### config.mk
export PLATFORM = sky130hd
export DESIGN_NAME = fdr_sqrtpipe
export DESIGN_NICKNAME = d
export VERILOG_FILES = /design/src/rtl/fdr_sqrtpipe.sv
export SDC_FILE = /design/constraint.sdc
export NUM_CORES = 2
export LEC_CHECK = 0
export BUFFER_PORTS_ARGS = -buffer_cell sky130_fd_sc_hd__buf_4
export CAP_MARGIN = 40
export CORE_ASPECT_RATIO = 0.7
export CORE_MARGIN = 4
export CORE_UTILIZATION = 64
export DETAILED_ROUTE_END_ITERATION = 10
export PLACE_DENSITY = 0.8
export SETUP_SLACK_MARGIN = 0.05
export SLEW_MARGIN = 20
export SYNTH_ARGS = -nofsm -noshare
export SYNTH_HDL_FRONTEND = slang
export SYNTH_SLANG_ARGS = --single-unit
### constraint.sdc
create_clock -name clk -period 4.33 [get_ports clk]
set_clock_uncertainty 0.1 [all_clocks]
set_input_delay 0.866 -clock clk [delete_from_list [all_inputs] [get_ports clk]]
set_output_delay 0.866 -clock clk [all_outputs]
set_load 0.005 [all_outputs]
### src/rtl/fdr_sqrtpipe.sv
`timescale 1ns / 1ps
// Pipelined integer square root, one root bit per stage, with sideband.
// Standalone; gives floor(sqrt(in_rad)).
module fdr_sqrtpipe #(
  parameter int RW = 31,
  parameter int SW = 1
) (
  input  logic            clk,
  input  logic            rst_n,
  input  logic            en,
  input  logic            in_valid,
  input  logic [2*RW-1:0] in_rad,
  input  logic [SW-1:0]   in_side,
  output logic            out_valid,
  output logic [RW-1:0]   out_root,
  output logic [SW-1:0]   out_side
);

  localparam int XW = 2 * RW;

  logic [XW-1:0] rem_r  [RW-1];
  logic [RW-1:0] root_r [RW];
  logic [SW-1:0] side_r [RW];
  logic [RW-1:0] vld_r;

  for (genvar g = 0; g < RW; g++) begin : g_stage
    localparam int K = RW - 1 - g;
    logic [XW-1:0] rem_in;
    logic [XW-1:0] trial;
    logic [RW-1:0] root_in;
    logic [SW-1:0] side_in;
    logic          vld_in;
    logic          ge;

    if (g == 0) begin : g_first
      assign rem_in  = in_rad;
      assign root_in = '0;
      assign side_in = in_side;
      assign vld_in  = in_valid;
    end else begin : g_next
      assign rem_in  = rem_r[g-1];
      assign root_in = root_r[g-1];
      assign side_in = side_r[g-1];
      assign vld_in  = vld_r[g-1];
    end

    assign trial = (XW'(root_in) << (K + 1)) | (XW'(1) << (2 * K));
    assign ge    = (rem_in >= trial);

    always_ff @(posedge clk) begin
      if (!rst_n) begin
        vld_r[g] <= 1'b0;
      end else if (en) begin
        vld_r[g] <= vld_in;
      end
    end

    always_ff @(posedge clk) begin
      if (en) begin
        root_r[g] <= ge ? (root_in | (RW'(1) << K)) : root_in;
        side_r[g] <= side_in;
      end
    end

    if (g < RW - 1) begin : g_carry
      always_ff @(posedge clk) begin
        if (en) begin
          rem_r[g] <= ge ? (rem_in - trial) : rem_in;
        end
      end
    end
  end

  assign out_valid = vld_r[RW-1];
  assign out_root  = root_r[RW-1];
  assign out_side  = side_r[RW-1];

endmodule

==> results.py <==
metrics = {
    "run_status": {
        "status": "completed",
    },
    "synthesis": {
        "ys_async_sr_fraction_pct": 0,
        "ys_ff_latch": 2418,
        "yosys_warnings": 0,
        "synth_edf_count": 2387,
        "avgSynthCellArea_um2": 12.6,
        "synth_top_area_share_pct": 62.0,
        "synth-seq-area-share_pct": 62.6,
        "yosysUniqueCellTypes": 90,
        "syn-num-nets": 9772,
        "synthCells": 9180,
        "syn_area_um2": 116000,
        "synth_top_area_cell": "edfxtp_1",
        "ys_top_cells_by_area": "edfxtp_1 62%, ha_1 5.7%, xnor2_1 3.3%",
        "ys.flop_type": "edfxtp_1",
    },
    "sta": {
        "finalHoldViolations": 0,
        "rsz0062_at_grt": "yes",
        "slew_viol_final": 0,
        "fmax_mhz": 235,
        "finalSetupViolations": 0,
        "slew-limit-headroom_pct": 34.0,
        "post-route-min-period_ps": 4250,
        "worst_slew_pin_slew_ps": 990,
        "tns_ps": 0,
        "timing.final.crit_share_pct": 98.1,
    },
    "grt": {
        "grt_overflow": 0,
        "antenna_found_initial": 5,
        "grt_pass1_wl_um": 459000,
        "grt_use_total_pct": 32.5,
        "first_global_vias": 72200,
        "grt_max_degree": 180,
    },
    "clock_network": {
        "insertion_delay_ps": 900,
        "cts_max_path_buffers": 3,
        "cts.sinks": 2418,
        "cts-buffers-inserted": 218,
        "cts_max_level": 4,
        "cts_tree": "done",
        "clk_pin_slew_ps": 70,
        "root_buffer": "clkbuf_16",
    },
    "floorplan": {
        "ios": 100,
        "initial_core_util_pct": 64.4,
        "die_width_um": 516,
        "dieArea_um2": 188000,
        "rows": 130,
        "fp.coreArea_um2": 179000,
        "die_h_um": 364,
    },
    "hold_path": {
        "hold_path.class": "in2reg",
        "min_from": "in_rad[17]",
    },
    "place": {
        "dp_hpwl_um": 230000,
        "place_area_um2": 121000,
        "gp_congestion": 0.980,
        "io_buffers": 99,
    },
    "route": {
        "num_vias": 77700,
        "drc": 0,
        "drt-total-wl_um": 306000,
        "ant_nets": 0,
        "wire_per_inst_um": 25.2,
        "viasPerCell": 6.39,
        "drtIter0Drc": 10900,
        "firstDrtPassIters": 8,
    },
    "finish": {
        "multi_input_area_um2": 40100,
        "regArea_um2": 72300,
        "final_nets": 10200,
        "synthToLayoutAreaGrowth_pct": 11.4,
        "final_cell_mix": "2387 x edfxtp_1, 666 x inv_1, 578 x a21oi_1",
        "fillCellCount": 11900,
        "final_area_um2": 129000,
        "final_common_cell": "edfxtp_1",
        "layout-drive-gt1-share_pct": 9.10,
    },
    "power_and_ir_drop": {
        "power.leakage_nw": 48.9,
        "power.density_nw_per_um2": 528,
        "ir_drop_uv": 602,
    },
    "run": {
        "maxCapViolations": 0,
    },
    "setup_path": {
        "crit_start": "rem_r[25][10]",
        "critPathArrivalTime_ps": 4760,
        "worst_ep_required_time_ps": 4840,
        "worstSetupEndpointType": "flip-flop",
        "crit_type": "reg2reg",
        "cp_max_fo": 6,
        "start_kind": "flip-flop",
        "r2r-start": "rem_r[25][10]",
    },
}
-- area by class of cell --
type / instances / area share [%]
well taps: 2376 / 2.31
multi-input cells: 5891 / 31.2
clock buffers: 244 / 4.31
flip-flops and latches: 2418 / 56.2
repair buffers: 397 / 2.64
clock inverters: 162 / 1.46
diodes: 2 / 0.00389
inverters: 667 / 1.95
-- cells in the mapped netlist, types with 42 or more instances --
cell	number
or2_2	42
nor4_1	343
a21oi_1	579
nor3_1	257
o21bai_1	45
nor2b_1	97
o21a_1	88
inv_1	666
xor2_1	404
or3_1	104
clkbuf_1	167
ha_1	525
a31oi_1	45
nand4_1	158
nor4b_1	52
nand2_1	547
or4_1	71
a21o_1	210
mux2_2	76
and3_1	53
a211oi_1	47
xnor2_1	432
nand3_1	164
edfxtp_1	2387
o21ai_0	394
nor2_1	571
nand2b_1	95
-- critical path, cell delays in order (launching register included) --
cell and delay, ps:
edfxtp_1 410, ha_1 320, buf_4 150, o21a_1 130, o211ai_1 430, nand3_1 320, nand3_1 250, o21ai_0 130
buf_4 180, a31oi_1 540, o22ai_1 450, nor4_1 430, xor2_1 140
-- path summary, 6_finish.rpt --
path | to | slack, ps | cells after the start
setup / recovery | rem_r[26][57] | 80 | 12
hold / removal | rem_r[0][17] | 50 | 1
hold reg to reg | root_r[27][16] | 300 | 0
setup reg to reg | rem_r[26][57] | 80 | 12
-- per-stage QoR --
step | instances | util, % | worst slack (ps) | hold slack [ps] | total power [mW]
3_5_place_dp | 11700 | 67.4 | -201 | 305 | 47.5
3_3_place_gp | 11700 | 67.4 | -394 | 307 | 47.2
6_report | 12200 | 71.7 | 82.0 | 51.1 | 68.0
4_1_cts | 12200 | 71.7 | 104 | 0.0427 | 67.6
2_1_floorplan | 9180 | - | 754 | 300 | 41.6
5_1_grt | 12200 | 71.7 | 38.8 | 11.0 | 70.9
-- kinds of logic (layout without fill, tap and decap cells) --
group                      count (synthesis)  count (layout)  synth area share, %
buffers and inverters                    871            1470                 2.87
AOI/OAI and AO/OA                       1676            1676                 8.95
DFF                                     2418            2418                 62.6
other                                      0               2                    0
and+or+nand+nor                         2730            2730                 12.4
adders and majority gates                525             525                 5.68
muxes                                    124             124                 1.18
xor gates and xnor gates                 836             836                 6.34
-- sequential cells by signal (all words and copies together), names as in the netlist --
name            flops
out_valid           1
root_r            496
g_stage.vld_in     30
rem_r            1860
side_r             31
-- what timing repair did --
action	in CTS	in global routing
setup buffers	0	1
hold buffers	17	0
pin swaps	0	1
resized for setup	2	12
hold endpoints to repair	17	0
gates cloned	0	0
setup endpoints to repair	13	44
-- metal layers --
metal | part of all wire [%] | track usage, % | vias to the layer above | wire, µm
met1 | 47 | 54.5 | 37800 | 144000
li1 | - | - | 35300 | -
met5 | 0.0065 | 0 | - | 20
met3 | 14 | 11.4 | 366 | 43800
met4 | 1.5 | 5.24 | 2 | 4630
met2 | 37 | 40.5 | 4277 | 114000
-- power by group --
part / internal, mW / switching [mW]
Sequential: 29.6 / 2.63
Clock: 11.1 / 8.99
Combinational: 6.18 / 9.48
Total: 46.9 / 21.1
No activity file was read; power rests on OpenSTA's default activity.
